<file path="config.mk">
export PLATFORM = sky130hd
export DESIGN_NAME = gripper_command_rate_limiter_core_flat
export DESIGN_NICKNAME = d
export VERILOG_FILES = /design/src/sv/gcrl_pkg.sv /design/src/sv/gcrl_if.sv /design/src/sv/gcrl_interp.sv /design/src/sv/gripper_command_rate_limiter_core.sv /design/src/flat_wrapper.sv
export SDC_FILE = /design/constraint.sdc
export NUM_CORES = 2
export LEC_CHECK = 0
export ABC_AREA = 1
export BUFFER_PORTS_ARGS = -buffer_cell sky130_fd_sc_hd__buf_2
export CAP_MARGIN = 10
export CORE_ASPECT_RATIO = 0.7
export CORE_MARGIN = 5
export CORE_UTILIZATION = 60
export CTS_CLUSTER_DIAMETER = 200
export CTS_CLUSTER_SIZE = 30
export DETAILED_ROUTE_END_ITERATION = 7
export GPL_TIMING_DRIVEN = 0
export MAX_ROUTING_LAYER = met4
export PLACE_DENSITY = 0.76
export RECOVER_POWER = 50
export SLEW_MARGIN = 5
export SYNTH_ARGS = -nofsm -noshare
export SYNTH_HDL_FRONTEND = slang
export SYNTH_SLANG_ARGS = --single-unit
</file>
<file path="constraint.sdc">
create_clock -name clk -period 14.8 [get_ports clk]
set_clock_uncertainty 0.2 [all_clocks]
set_input_delay 1.48 -clock clk [delete_from_list [all_inputs] [get_ports clk]]
set_output_delay 1.48 -clock clk [all_outputs]
set_load 0.01 [all_outputs]
</file>
<file path="src/sv/gcrl_pkg.sv">
// ----------------------------------------------------------------------------
// gcrl_pkg
// Shared types, codes and constants of the gripper command rate limiter.
// ----------------------------------------------------------------------------
package gcrl_pkg;

  localparam int SETPOINT_BITS_DEF = 16;
  localparam int TIME_BITS_DEF     = 32;

  localparam int PIPE_STAGES    = 8;
  localparam int CLOSURE_BITS   = 16;
  localparam int SCALE_BITS     = 14;
  localparam int PERIOD_BITS    = 16;
  localparam int DEADBAND_BITS  = 16;
  localparam int CFG_INDEX_BITS = 3;

  localparam logic [SCALE_BITS-1:0] FULL_SCALE   = 14'd10000;
  localparam logic [SCALE_BITS-1:0] HALF_SCALE   = 14'd5000;
  localparam logic [SCALE_BITS-1:0] OPEN_LIMIT   = 14'd500;
  localparam logic [SCALE_BITS-1:0] CLOSED_LIMIT = 14'd9500;

  typedef enum logic [1:0] {
    KIND_OPEN    = 2'd0,
    KIND_CLOSE   = 2'd1,
    KIND_CLOSURE = 2'd2
  } kind_t;

  typedef enum logic [1:0] {
    STATUS_SENT          = 2'd0,
    STATUS_SKIPPED       = 2'd1,
    STATUS_NOT_CONNECTED = 2'd2
  } status_t;

  typedef enum logic [1:0] {
    GRIP_UNKNOWN = 2'd0,
    GRIP_OPEN    = 2'd1,
    GRIP_CLOSED  = 2'd2
  } grip_t;

  typedef enum logic [CFG_INDEX_BITS-1:0] {
    REG_OPEN_POSITION    = 3'd0,
    REG_CLOSE_POSITION   = 3'd1,
    REG_OPEN_DEFLECTION  = 3'd2,
    REG_CLOSE_DEFLECTION = 3'd3,
    REG_MIN_PERIOD       = 3'd4,
    REG_DEADBAND         = 3'd5,
    REG_LINK_UP          = 3'd6
  } cfg_reg_t;

  typedef struct packed {
    logic mul;
    logic mag;
    logic part;
    logic quot;
    logic fix;
    logic fin;
  } interp_ld_t;

endpackage

</file>
<file path="src/sv/gcrl_if.sv">
// ----------------------------------------------------------------------------
// gcrl_if
// Valid/ready channels of the gripper command rate limiter.
// ----------------------------------------------------------------------------
interface gcrl_cmd_if #(
  parameter int TIME_BITS = gcrl_pkg::TIME_BITS_DEF
);
  import gcrl_pkg::*;

  logic                           valid;
  logic                           ready;
  logic [1:0]                     kind;
  logic signed [CLOSURE_BITS-1:0] closure_centi;
  logic [TIME_BITS-1:0]           now_ms;

  modport source (output valid, kind, closure_centi, now_ms, input ready);
  modport sink   (input valid, kind, closure_centi, now_ms, output ready);
endinterface

interface gcrl_res_if #(
  parameter int SETPOINT_BITS = gcrl_pkg::SETPOINT_BITS_DEF
);
  logic                            valid;
  logic                            ready;
  logic [1:0]                      status;
  logic signed [SETPOINT_BITS-1:0] position_out;
  logic signed [SETPOINT_BITS-1:0] deflection_out;
  logic [1:0]                      grip_state;

  modport source (output valid, status, position_out, deflection_out, grip_state,
                  input ready);
  modport sink   (input valid, status, position_out, deflection_out, grip_state,
                  output ready);
endinterface

</file>
<file path="src/sv/gcrl_interp.sv">
// ----------------------------------------------------------------------------
// gcrl_interp
// Pipelined interpolation between two setpoints with rounding half away
// from zero; the division by full scale uses a reciprocal multiply.
// ----------------------------------------------------------------------------
module gcrl_interp #(
  parameter int SETPOINT_BITS = gcrl_pkg::SETPOINT_BITS_DEF
) (
  input  logic                                clk,
  input  gcrl_pkg::interp_ld_t                ld,
  input  logic signed [SETPOINT_BITS-1:0]     lo,
  input  logic signed [SETPOINT_BITS-1:0]     hi,
  input  logic [gcrl_pkg::SCALE_BITS-1:0]     frac,
  output logic signed [SETPOINT_BITS-1:0]     value
);
  import gcrl_pkg::*;

  localparam int KW = SETPOINT_BITS + SCALE_BITS;
  localparam int NW = KW + 1;
  localparam int MW = KW - SCALE_BITS + 1;
  localparam int LW = KW / 2;
  localparam int HW = KW - LW;
  localparam logic [63:0]   RECIP_FULL = (64'd1 << KW) / 64'(FULL_SCALE);
  localparam logic [MW-1:0] RECIP      = MW'(RECIP_FULL);

  logic signed [KW-1:0]            base;
  logic signed [SETPOINT_BITS:0]   diff;
  logic signed [KW-1:0]            lo_ext;
  logic signed [KW-1:0]            scale_ext;
  logic signed [SCALE_BITS:0]      frac_s;
  logic signed [NW-1:0]            n;
  logic [NW-1:0]                   n_abs;
  logic [KW-1:0]                   mag;
  logic                            neg;
  logic [LW+MW-1:0]                p_lo;
  logic [HW+MW-1:0]                p_hi;
  logic [KW-1:0]                   mag_p;
  logic                            neg_p;
  logic [KW+MW-1:0]                prod;
  logic [MW-1:0]                   q0;
  logic [KW-1:0]                   mag_q;
  logic                            neg_q;
  logic [KW-1:0]                   rem;
  logic [MW-1:0]                   q1;
  logic                            up;
  logic                            neg_f;
  logic [MW-1:0]                   q_fin;
  logic [MW-1:0]                   q_signed;

  assign lo_ext    = KW'(lo);
  assign scale_ext = KW'($signed({1'b0, FULL_SCALE}));
  assign frac_s    = $signed({1'b0, frac});

  // config-derived terms, stable while items are in flight
  always_ff @(posedge clk) begin
    base <= lo_ext * scale_ext;
    diff <= {hi[SETPOINT_BITS-1], hi} - {lo[SETPOINT_BITS-1], lo};
  end

  assign n_abs    = n[NW-1] ? NW'(-n) : NW'(n);
  assign prod     = {p_hi, {LW{1'b0}}} + (KW+MW)'(p_lo);
  assign rem      = mag_q - KW'(q0) * KW'(FULL_SCALE);
  assign q_fin    = q1 + MW'(up);
  assign q_signed = neg_f ? (~q_fin + MW'(1)) : q_fin;

  always_ff @(posedge clk) begin
    if (ld.mul) begin
      n <= NW'(base) + NW'(frac_s) * NW'(diff);
    end
    if (ld.mag) begin
      neg <= n[NW-1];
      mag <= n_abs[KW-1:0] + KW'(HALF_SCALE);
    end
    if (ld.part) begin
      p_lo  <= mag[LW-1:0] * RECIP;
      p_hi  <= mag[KW-1:LW] * RECIP;
      mag_p <= mag;
      neg_p <= neg;
    end
    if (ld.quot) begin
      q0    <= prod[KW+MW-1:KW];
      mag_q <= mag_p;
      neg_q <= neg_p;
    end
    if (ld.fix) begin
      q1    <= q0;
      up    <= rem >= KW'(FULL_SCALE);
      neg_f <= neg_q;
    end
    if (ld.fin) begin
      value <= q_signed[SETPOINT_BITS-1:0];
    end
  end

endmodule

</file>
<file path="src/sv/gripper_command_rate_limiter_core.sv">
// ----------------------------------------------------------------------------
// gripper_command_rate_limiter_core
// Gripper command setpoint generation with minimum period and deadband gate.
// ----------------------------------------------------------------------------
// cmd carries one command word (kind, closure_centi, now_ms) per handshake;
// res returns one result word (status, position_out, deflection_out,
// grip_state) for every command, in order.
// The user must write registers through cfg_we / cfg_index / cfg_data
// only while no command is in flight; the core does not enforce this.
// An index outside the list is ignored. A new command is accepted every
// cycle while res does not stall. A result passes through the input
// register, the six register stages of the interpolation path (product,
// magnitude, reciprocal partial products, quotient, remainder correction,
// sign) and the gate/output register, eight stages in all.
// When res stalls, each stage holds and empty stages close up, so cmd keeps
// accepting until all eight stages are full; nothing is dropped.
// Reset (rst, synchronous) clears the configuration registers and the stage
// valid bits, takes the link down, forgets the last sent command and sets the grip state to unknown.
// ----------------------------------------------------------------------------
module gripper_command_rate_limiter_core #(
  parameter int SETPOINT_BITS = gcrl_pkg::SETPOINT_BITS_DEF,
  parameter int TIME_BITS     = gcrl_pkg::TIME_BITS_DEF,
  localparam int CFG_BITS = (SETPOINT_BITS > gcrl_pkg::PERIOD_BITS) ?
                            SETPOINT_BITS : gcrl_pkg::PERIOD_BITS
) (
  input  logic                                clk,
  input  logic                                rst,
  gcrl_cmd_if.sink                            cmd,
  gcrl_res_if.source                          res,
  input  logic                                cfg_we,
  input  logic [gcrl_pkg::CFG_INDEX_BITS-1:0] cfg_index,
  input  logic [CFG_BITS-1:0]                 cfg_data
);
  import gcrl_pkg::*;

  localparam int LAST = PIPE_STAGES - 1;
  localparam int DW   = (SETPOINT_BITS + 1 > DEADBAND_BITS) ?
                        SETPOINT_BITS + 1 : DEADBAND_BITS;

  typedef struct packed {
    logic                 ignore;
    grip_t                tgt;
    logic [TIME_BITS-1:0] now;
  } side_t;

  // configuration
  logic signed [SETPOINT_BITS-1:0] open_position;
  logic signed [SETPOINT_BITS-1:0] close_position;
  logic signed [SETPOINT_BITS-1:0] open_deflection;
  logic signed [SETPOINT_BITS-1:0] close_deflection;
  logic [PERIOD_BITS-1:0]          min_period_ms;
  logic [DEADBAND_BITS-1:0]        deadband;
  logic                            link_up;

  always_ff @(posedge clk) begin
    if (rst) begin
      open_position    <= '0;
      close_position   <= '0;
      open_deflection  <= '0;
      close_deflection <= '0;
      min_period_ms    <= '0;
      deadband         <= '0;
      link_up          <= 1'b0;
    end else if (cfg_we) begin
      unique case (cfg_index)
        REG_OPEN_POSITION:    open_position    <= cfg_data[SETPOINT_BITS-1:0];
        REG_CLOSE_POSITION:   close_position   <= cfg_data[SETPOINT_BITS-1:0];
        REG_OPEN_DEFLECTION:  open_deflection  <= cfg_data[SETPOINT_BITS-1:0];
        REG_CLOSE_DEFLECTION: close_deflection <= cfg_data[SETPOINT_BITS-1:0];
        REG_MIN_PERIOD:       min_period_ms    <= cfg_data[PERIOD_BITS-1:0];
        REG_DEADBAND:         deadband         <= cfg_data[DEADBAND_BITS-1:0];
        REG_LINK_UP:          link_up          <= cfg_data[0];
        default: ;
      endcase
    end
  end

  // pipeline flow control, empty stages close up under stall
  logic [PIPE_STAGES-1:0] v;
  logic [PIPE_STAGES-1:0] rdy;
  logic [PIPE_STAGES-1:0] up_v;
  logic [PIPE_STAGES-1:0] ld;

  always_comb begin
    rdy[LAST] = !v[LAST] || res.ready;
    for (int k = LAST - 1; k >= 0; k--) begin
      rdy[k] = !v[k] || rdy[k+1];
    end
  end

  assign up_v      = {v[LAST-1:0], cmd.valid};
  assign ld        = rdy & up_v;
  assign cmd.ready = rdy[0];

  always_ff @(posedge clk) begin
    if (rst) begin
      v <= '0;
    end else begin
      v <= (rdy & up_v) | (~rdy & v);
    end
  end

  // input register
  logic [1:0]                     kind;
  logic signed [CLOSURE_BITS-1:0] closure;
  logic [TIME_BITS-1:0]           now;

  always_ff @(posedge clk) begin
    if (ld[0]) begin
      kind    <= cmd.kind;
      closure <= cmd.closure_centi;
      now     <= cmd.now_ms;
    end
  end

  // command decode and closure clamp
  logic [SCALE_BITS-1:0] frac;
  logic [SCALE_BITS-1:0] clamped;
  side_t                 side_in;

  always_comb begin
    if (closure < 0) begin
      clamped = '0;
    end else if (closure > $signed(CLOSURE_BITS'(FULL_SCALE))) begin
      clamped = FULL_SCALE;
    end else begin
      clamped = closure[SCALE_BITS-1:0];
    end
    side_in.now    = now;
    side_in.ignore = 1'b0;
    unique case (kind)
      KIND_OPEN: begin
        frac        = '0;
        side_in.tgt = GRIP_OPEN;
      end
      KIND_CLOSE: begin
        frac        = FULL_SCALE;
        side_in.tgt = GRIP_CLOSED;
      end
      KIND_CLOSURE: begin
        frac = clamped;
        // unknown here means keep the current grip state
        if (clamped < OPEN_LIMIT) begin
          side_in.tgt = GRIP_OPEN;
        end else if (clamped > CLOSED_LIMIT) begin
          side_in.tgt = GRIP_CLOSED;
        end else begin
          side_in.tgt = GRIP_UNKNOWN;
        end
      end
      default: begin
        frac           = '0;
        side_in.tgt    = GRIP_UNKNOWN;
        side_in.ignore = 1'b1;
      end
    endcase
  end

  side_t side [1:LAST-1];

  always_ff @(posedge clk) begin
    if (ld[1]) begin
      side[1] <= side_in;
    end
    for (int k = 2; k < LAST; k++) begin
      if (ld[k]) begin
        side[k] <= side[k-1];
      end
    end
  end

  // setpoint interpolation
  interp_ld_t                      ild;
  logic signed [SETPOINT_BITS-1:0] pos;
  logic signed [SETPOINT_BITS-1:0] def;

  assign ild = '{mul: ld[1], mag: ld[2], part: ld[3], quot: ld[4], fix: ld[5],
                 fin: ld[6]};

  gcrl_interp #(.SETPOINT_BITS(SETPOINT_BITS)) u_pos (
    .clk   (clk),
    .ld    (ild),
    .lo    (open_position),
    .hi    (close_position),
    .frac  (frac),
    .value (pos)
  );

  gcrl_interp #(.SETPOINT_BITS(SETPOINT_BITS)) u_def (
    .clk   (clk),
    .ld    (ild),
    .lo    (open_deflection),
    .hi    (close_deflection),
    .frac  (frac),
    .value (def)
  );

  // gate and history
  logic                            have_sent;
  logic [TIME_BITS-1:0]            last_time;
  logic signed [SETPOINT_BITS-1:0] last_pos;
  logic signed [SETPOINT_BITS-1:0] last_def;
  grip_t                           grip_mode;

  side_t                       s6;
  logic [TIME_BITS-1:0]        dt;
  logic signed [SETPOINT_BITS:0] dp;
  logic signed [SETPOINT_BITS:0] dd;
  logic [SETPOINT_BITS:0]      dp_mag;
  logic [SETPOINT_BITS:0]      dd_mag;
  logic                        period_hit;
  logic                        near;
  logic                        send;
  status_t                     status_next;
  grip_t                       grip_next;

  assign s6         = side[LAST-1];
  assign dt         = s6.now - last_time;
  assign period_hit = have_sent && (min_period_ms != '0) &&
                      (dt < TIME_BITS'(min_period_ms));
  assign dp         = {pos[SETPOINT_BITS-1], pos} - {last_pos[SETPOINT_BITS-1], last_pos};
  assign dd         = {def[SETPOINT_BITS-1], def} - {last_def[SETPOINT_BITS-1], last_def};
  assign dp_mag     = dp[SETPOINT_BITS] ? (~dp + 1'b1) : dp;
  assign dd_mag     = dd[SETPOINT_BITS] ? (~dd + 1'b1) : dd;
  assign near       = have_sent && (deadband != '0) &&
                      (DW'(dp_mag) < DW'(deadband)) && (DW'(dd_mag) < DW'(deadband));

  always_comb begin
    grip_next = (s6.tgt == GRIP_UNKNOWN) ? grip_mode : s6.tgt;
    send      = 1'b0;
    if (s6.ignore) begin
      status_next = STATUS_SKIPPED;
      grip_next   = grip_mode;
    end else if (!link_up) begin
      status_next = STATUS_NOT_CONNECTED;
    end else if (period_hit || near) begin
      status_next = STATUS_SKIPPED;
    end else begin
      status_next = STATUS_SENT;
      send        = 1'b1;
    end
  end

  always_ff @(posedge clk) begin
    if (rst) begin
      have_sent <= 1'b0;
      last_time <= '0;
      last_pos  <= '1;
      last_def  <= '0;
      grip_mode <= GRIP_UNKNOWN;
    end else if (ld[LAST]) begin
      grip_mode <= grip_next;
      if (send) begin
        have_sent <= 1'b1;
        last_time <= s6.now;
        last_pos  <= pos;
        last_def  <= def;
      end
    end
  end

  // result register
  status_t                         status;
  logic signed [SETPOINT_BITS-1:0] position_out;
  logic signed [SETPOINT_BITS-1:0] deflection_out;
  grip_t                           grip_state;

  always_ff @(posedge clk) begin
    if (ld[LAST]) begin
      status         <= status_next;
      position_out   <= s6.ignore ? '0 : pos;
      deflection_out <= s6.ignore ? '0 : def;
      grip_state     <= grip_next;
    end
  end

  assign res.valid          = v[LAST];
  assign res.status         = status;
  assign res.position_out   = position_out;
  assign res.deflection_out = deflection_out;
  assign res.grip_state     = grip_state;

endmodule

</file>
<file path="src/flat_wrapper.sv">
// flat-port wrapper written by rule: the top's interface ports become plain ports
module gripper_command_rate_limiter_core_flat import gcrl_pkg::*;
#(
  parameter int SETPOINT_BITS = gcrl_pkg::SETPOINT_BITS_DEF,
  parameter int TIME_BITS     = gcrl_pkg::TIME_BITS_DEF,
  localparam int CFG_BITS = (SETPOINT_BITS > gcrl_pkg::PERIOD_BITS) ?
                            SETPOINT_BITS : gcrl_pkg::PERIOD_BITS
)
  (clk, rst, cfg_we, cfg_index, cfg_data, cmd_valid, cmd_kind, cmd_closure_centi, cmd_now_ms, cmd_ready, res_valid, res_status, res_position_out, res_deflection_out, res_grip_state, res_ready);
  gcrl_cmd_if #(.TIME_BITS(TIME_BITS)) cmd_i ();
  gcrl_res_if #(.SETPOINT_BITS(SETPOINT_BITS)) res_i ();
  input  logic clk;
  input  logic rst;
  input  logic cfg_we;
  input  logic [gcrl_pkg::CFG_INDEX_BITS-1:0] cfg_index;
  input  logic [CFG_BITS-1:0] cfg_data;
  input wire logic [$bits(cmd_i.valid)-1:0] cmd_valid;
  input wire logic [$bits(cmd_i.kind)-1:0] cmd_kind;
  input wire logic [$bits(cmd_i.closure_centi)-1:0] cmd_closure_centi;
  input wire logic [$bits(cmd_i.now_ms)-1:0] cmd_now_ms;
  output wire logic [$bits(cmd_i.ready)-1:0] cmd_ready;
  output wire logic [$bits(res_i.valid)-1:0] res_valid;
  output wire logic [$bits(res_i.status)-1:0] res_status;
  output wire logic [$bits(res_i.position_out)-1:0] res_position_out;
  output wire logic [$bits(res_i.deflection_out)-1:0] res_deflection_out;
  output wire logic [$bits(res_i.grip_state)-1:0] res_grip_state;
  input wire logic [$bits(res_i.ready)-1:0] res_ready;
  assign cmd_i.valid = cmd_valid;
  assign cmd_i.kind = cmd_kind;
  assign cmd_i.closure_centi = cmd_closure_centi;
  assign cmd_i.now_ms = cmd_now_ms;
  assign cmd_ready = cmd_i.ready;
  assign res_valid = res_i.valid;
  assign res_status = res_i.status;
  assign res_position_out = res_i.position_out;
  assign res_deflection_out = res_i.deflection_out;
  assign res_grip_state = res_i.grip_state;
  assign res_i.ready = res_ready;
  gripper_command_rate_limiter_core #(.SETPOINT_BITS(SETPOINT_BITS), .TIME_BITS(TIME_BITS)) u_core (.clk(clk), .rst(rst), .cmd(cmd_i), .res(res_i), .cfg_we(cfg_we), .cfg_index(cfg_index), .cfg_data(cfg_data));
endmodule
</file>
== Word-level counts from Yosys, hierarchy flattened ==
Memories as Yosys holds them, arrays and structs flattened.
Index checks and enable logic that the tools add are counted.

* Magnitude comparators: 9
* $add $sub $neg: 21
* Eq/ne operators: 8
* Bitwise logic cells: 8
* Reduce and logical (&&, ||, !) cells: 36
* Mux-type cells: 32
* Multiply operators: 10

{| class="wikitable"
|+ Operators with widths
! operator !! count
|-
| 15-bit by 16-bit multiplier with 31-bit output (second input constant) || 4
|-
| 47-bit by 32-bit adder with 47-bit output || 2
|-
| 16-bit by 16-bit subtractor with 17-bit output || 4
|-
| 30-bit by 31-bit adder with 31-bit output || 2
|-
| 15-bit by 17-bit multiplier with 31-bit output || 2
|-
| 30-bit by 13-bit adder with 30-bit output (second input constant) || 2
|-
| 30-bit by 14-bit >= comparator with 1-bit output (second input constant) || 2
|-
| 30-bit two-way mux || 2
|-
| 30-bit negator || 2
|-
| 30-bit subtractor || 2
|-
| 16-bit by 11-bit multiplier with 26-bit output (second input constant) || 2
|-
| 17-bit by 10-bit multiplier with 26-bit output (second input constant) || 2
|-
| 17-bit by 1-bit adder with 17-bit output (second input constant) || 2
|-
| 17-bit by 16-bit < comparator with 1-bit output || 2
|-
| 17-bit two-way mux || 2
|-
| 17-bit NOT || 2
|-
| 16-bit by 1-bit adder with 16-bit output || 2
|-
| 16-bit by 1-bit adder with 16-bit output (second input constant) || 2
|-
| 32-bit by 16-bit < comparator with 1-bit output || 1
|-
| 16-bit two-way mux || 2
|-
| 16-bit NOT || 2
|-
| 16-bit nonzero test || 2
|-
| 32-bit subtractor || 1
|-
| 14-bit two-way mux || 2
|-
| other kinds (23) || 74
|}

* Bits of input ports: 74
* Memory bits (writable): 210
* Register bits: 818
* Memories kept: 1

{| class="wikitable"
|+ Memory list
! memory !! words !! width !! read ports !! clocked after memory_dff !! wr ports !! RTL line !! text
|-
| u_core.side || 6 || 35 || 6 || 0 || 6 || gripper_command_rate_limiter_core.sv:159 || <nowiki>side_t side [1:LAST-1];</nowiki>
|}

== Longest topological paths before layout ==
* Depth in word-level cells: 12
* Gate-level depth with buffers: 38

== Hierarchy ==
A second synthesis with hierarchy kept.

* Cell total of the unflattened synthesis: 11169
* Area total of the unflattened synthesis: 98742.2 um^2

{| class="wikitable"
|+ Modules (own cells, without submodules)
! module !! times used !! seq. area each (um^2) !! area an instance (um^2) !! cells each
|-
| gcrl_interp (u_core.u_def) || 1 || 7497.2 || 38205.4 || 4322
|-
| gcrl_interp (u_core.u_pos) || 1 || 7497.2 || 38012.7 || 4296
|-
| gripper_command_rate_limiter_core || 1 || 12331.8 || 22524.1 || 2551
|}

== Worst setup path after synthesis ==
Ideal clock, no wire load.

* Path type: input to register
* Start point: input res_ready
* End point: register u_core.side[0][105] (netlist name)
* Slack: 4.365 ns
* Arrival: 9.506 ns
* Data required time: 13.872 ns
* Cell stages on the path: 10
* Cell sequence: nor2_1 -> inv_1 -> nor2_1 -> inv_1 -> nor2_1 -> inv_1 -> nor2_1 -> inv_1 -> nor2_1 -> nor2_1

{| class="wikitable"
|+ RTL lines
! what !! RTL line !! text
|-
| start, declared || flat_wrapper.sv:27 || <nowiki>input wire logic [$bits(res_i.ready)-1:0] res_ready;</nowiki>
|}

== Worst setup path after layout ==
* Start point: register u_core.closure[3]
* End point: register u_core.u_def.n[28] (data pin)

* Longest elaborated chain between the ends: 6
* Elaborated cells between the ends (all ways): 7

{| class="wikitable"
|+ RTL lines
! what !! RTL line !! text
|-
| start, declared || gripper_command_rate_limiter_core.sv:105 || <nowiki>logic signed [CLOSURE_BITS-1:0] closure;</nowiki>
|-
| start signal, assigned || gripper_command_rate_limiter_core.sv:111 || <nowiki>closure <= cmd.closure_centi;</nowiki>
|-
| 16-bit by 15-bit > comparator with 1-bit output || gripper_command_rate_limiter_core.sv:124 || <nowiki>end else if (closure > $signed(CLOSURE_BITS'(FULL_SCALE))) begin</nowiki>
|-
| 14-bit two-way mux || gripper_command_rate_limiter_core.sv:124 ||
|-
| 14-bit two-way mux * || gripper_command_rate_limiter_core.sv:122 || <nowiki>if (closure < 0) begin</nowiki>
|-
| 14-bit case mux with 2 select lines * || gripper_command_rate_limiter_core.sv:131 || <nowiki>unique case (kind)</nowiki>
|-
| 15-bit by 17-bit multiplier with 31-bit output * || gcrl_interp.sv:68 || <nowiki>n <= NW'(base) + NW'(frac_s) * NW'(diff);</nowiki>
|-
| 30-bit by 31-bit adder with 31-bit output * || gcrl_interp.sv:68 ||
|-
| end signal, assigned || gcrl_interp.sv:68 ||
|-
| end, declared || gcrl_interp.sv:31 || <nowiki>logic signed [NW-1:0] n;</nowiki>
|}

Every way passes the cells marked *; elsewhere a longest branch is shown, timed or not.
A chain may end at the register's enable or synchronous reset.

==> run metrics <==
outcome=finished with violations; failing checks=max-capacitance violations, max-slew violations; top post-synthesis cells by area=edfxtp_1 23%, fa_1 22%, ha_1 16%, inv_1 9.5%, nand2_1 6.0%; CTS hold repair buffers=0; # fillers=13185; Hold Path Sink=u_core.side[0][73]; DR pass1 iterations=8; Slew @ Worst Pin=3.69 ns; fraction of layout cells with a size suffix above 1=2.00%; GRT Max-Usage Layer=met1; Routed Antenna Nets=0; Iter 0 DRT Violations=6936; clock-pin transition on the worst setup and hold timing paths=0.12 ns; core area=158000 sq um; Async S/R FF share, synth=0%; Die ar.=166000 sq um; Final period util=65.8%; post-synthesis cell count=10378; Worst path most repeated cell=fa_1; Final #Nets=12829; CTS tree=built; drc violations=0; Tmin final=9.75 ns; # resized after CTS=0; CP Data Arrival Time=9.97 ns; Worst IR Drop VDD=0.606 mV; met1 global-route usage=49.1%; CTS root buf=clkbuf_16; r2r startpoint=u_core.closure[3]; Placer Congestion=0.997; Setup-failing EPs final=0; Synth-to-Final Area Change=4.82%; HP Class=reg -> reg; syn_area_per_cell=9.15 sq um; slowest cell on the critical path=nand3_1; hold wc startpoint=u_core.side[0][38]; Post-CTS Setup Bufs=0; clk sink count=980; total power=22.8 mW; Synth Cell Area=94900 sq um; Initial Utilization=60.2%; final hold viol count=0; Crit path largest cell delay=0.70 ns; total grt overflow=0; worst r2r path cells=25; # IOs=112; Fmax=103 MHz; htree depth=2; vias in the first global route=70138; final hold slack=0.203 ns; pin count of the biggest net entering global routing=66; Post-synth top cells=2394 x inv_1, 1507 x nand2_1, 1183 x ha_1; Die Span Y=343 um; Yosys top cell area share=22.8%; Seq cells post-synth=980; warnings from Yosys=0; Vias=70091; RSZ-0062 raised after global routing=no; Post-Synthesis Net Count=12662; Crit Path Max Fanout=10; sequential fraction of the synthesis area=28.3%; ys flop type=edfxtp_1; top cell type by total area after synthesis=edfxtp_1; HPWL after DPL=212 mm; Leakage=49.0 nW; Fin Setup TNS=0 ns; Worst EP required=15.02 ns; distinct cell type count after synthesis=58; R2R Setup Slk=5.05 ns; Num CTS Buffers=38; GRT Resource Usage Total=31.6%; Worst-Skew Late Latency=0.69 ns; pwr dens=229 nW/um^2; hold depth=0; met3 usage in global routing=6.99%; most common cell in the netlist=inv_1; Site Rows=122; DR vias/cell=5.52; max_cap viols=5; Avg WL per Cell=19.8 um; relative slew slack=-146%; EDFF count, synth=722; startpoint types=flip-flop; antenna violations before repair=7; Crit Path Class=reg -> reg; M2 GR Usage=43.0%; Max Slew Vio Count=184; first-pass GRT wire length=398 mm; Post-DP Area=98500 sq um; CP Capture Type=flip-flop; die width=485 um; R2R Path End=u_core.u_def.n[28]; post-route cell area=99500 sq um; PortBufs=111; total wire length=251 mm; CTS Buffer Depth=3
## cell type report
type                       count  area [sq um]  share of cell area [%]
timing repair buffer         127           791                   0.795
clock inverter                 3          40.0                  0.0402
tap                         2108          2640                    2.65
sequential                   980         26800                    27.0
buffer                       134           607                   0.610
inverter                    2409          9050                    9.10
clock buffer                  67          1080                    1.09
antenna                        6          15.0                  0.0151
multi-input combinational   6855         58400                    58.7
## worst max-delay path by stage
stage | startpoint | slack (ns) | end
detailed placement | u_core.closure[3] | 5.43 | u_core.u_def.n[28]
CTS | u_core.closure[3] | 5.37 | u_core.u_def.n[28]
global placement | res_ready | 0.12 | u_core.u_pos.p_lo[30]
global route | u_core.closure[3] | 4.78 | u_core.u_def.n[30]
finish | u_core.closure[3] | 5.05 | u_core.u_def.n[28]
floorplan | res_ready | 4.37 | u_core.side[0][105]
## flip-flops by register name, indices dropped and copies added (netlist names), 17 cells and up, named ones only
register            flops
u_core.u_def.base      26
u_core.u_def.q0        17
u_core.u_def.p_hi      30
u_core.now             32
u_core.last_time       32
u_core.u_def.n         31
u_core.u_def.mag_p     26
u_core.u_pos.mag_p     26
u_core.u_def.mag       30
u_core.u_pos.diff      17
u_core.u_pos.base      26
u_core.u_pos.n         31
u_core.side           210
u_core.u_pos.p_hi      30
u_core.u_pos.q0        17
u_core.u_def.mag_q     26
u_core.u_pos.mag_q     26
u_core.u_def.diff      17
u_core.u_pos.mag       30
## cell usage in the layout, fill, tap and decap left out, types with 6 or more instances in the layout
cell,instances
ha_1,1183
o21ai_0,338
nor3_1,66
buf_12,10
edfxtp_1,722
diode_2,6
o211ai_1,21
clkinv_1,12
buf_4,6
nor2_2,8
a31oi_1,33
nand4_1,165
clkbuf_16,39
buf_6,10
o21a_1,24
nor2_1,921
inv_1,2390
nand3b_1,22
clkbuf_1,156
fa_1,1027
o21bai_1,30
xnor2_1,187
a21boi_0,12
a211oi_1,9
a21o_1,21
nor4_1,25
buf_2,88
nor3b_1,7
buf_1,17
o2111ai_1,11
a21oi_1,558
or2_2,15
o31ai_1,15
nand2_1,1507
dfxtp_1,258
nand3_1,274
xor2_1,320
## cells by family (layout without fill, tap and decap cells)
family	after synthesis	count (layout)	synth area share, %
compound gates	1098	1098	6.31
xor+xnor	512	512	4.76
fa+ha+maj	2210	2210	37.3
buf+inv	2543	2740	10.2
flops	980	980	28.3
other cells	0	6	0
simple gates	3035	3035	13.2
## where the power goes
part / internal (mW) / switching [mW] / total [mW]
sequential: 3.94 / 0.294 / 4.23
clock: 0.514 / 0.892 / 1.41
combinational: 6.13 / 11.0 / 17.1
## critical path: cells and delay by family (launching register included)
| kind | cells | cell delay, ns |
|---|---|---|
| AOI/OAI and AO/OA | 3 | 0.88 |
| buffers and inverters | 5 | 1.57 |
| and+or+nand+nor | 9 | 2.29 |
| DFF | 1 | 0.46 |
| adders and majority gates | 7 | 3.64 |
| xor gates and xnor gates | 1 | 0.44 |
## stage by stage
step	std cells	worst slack, ns	utilization (%)
detailed placement	12613	5.43	62.5
floorplan	10378	4.37	-
global placement	12597	0.120	62.2
global route	12689	4.78	63.1
finish	12689	5.05	63.1
CTS	12683	5.37	63.2
## per-layer routing
metal,vias up,wire length [um]
li1,33064,-
met5,-,0
met3,251,27100
met2,2641,99400
met4,0,4520
met1,34135,120000
Power figures use the tool's default switching activity.
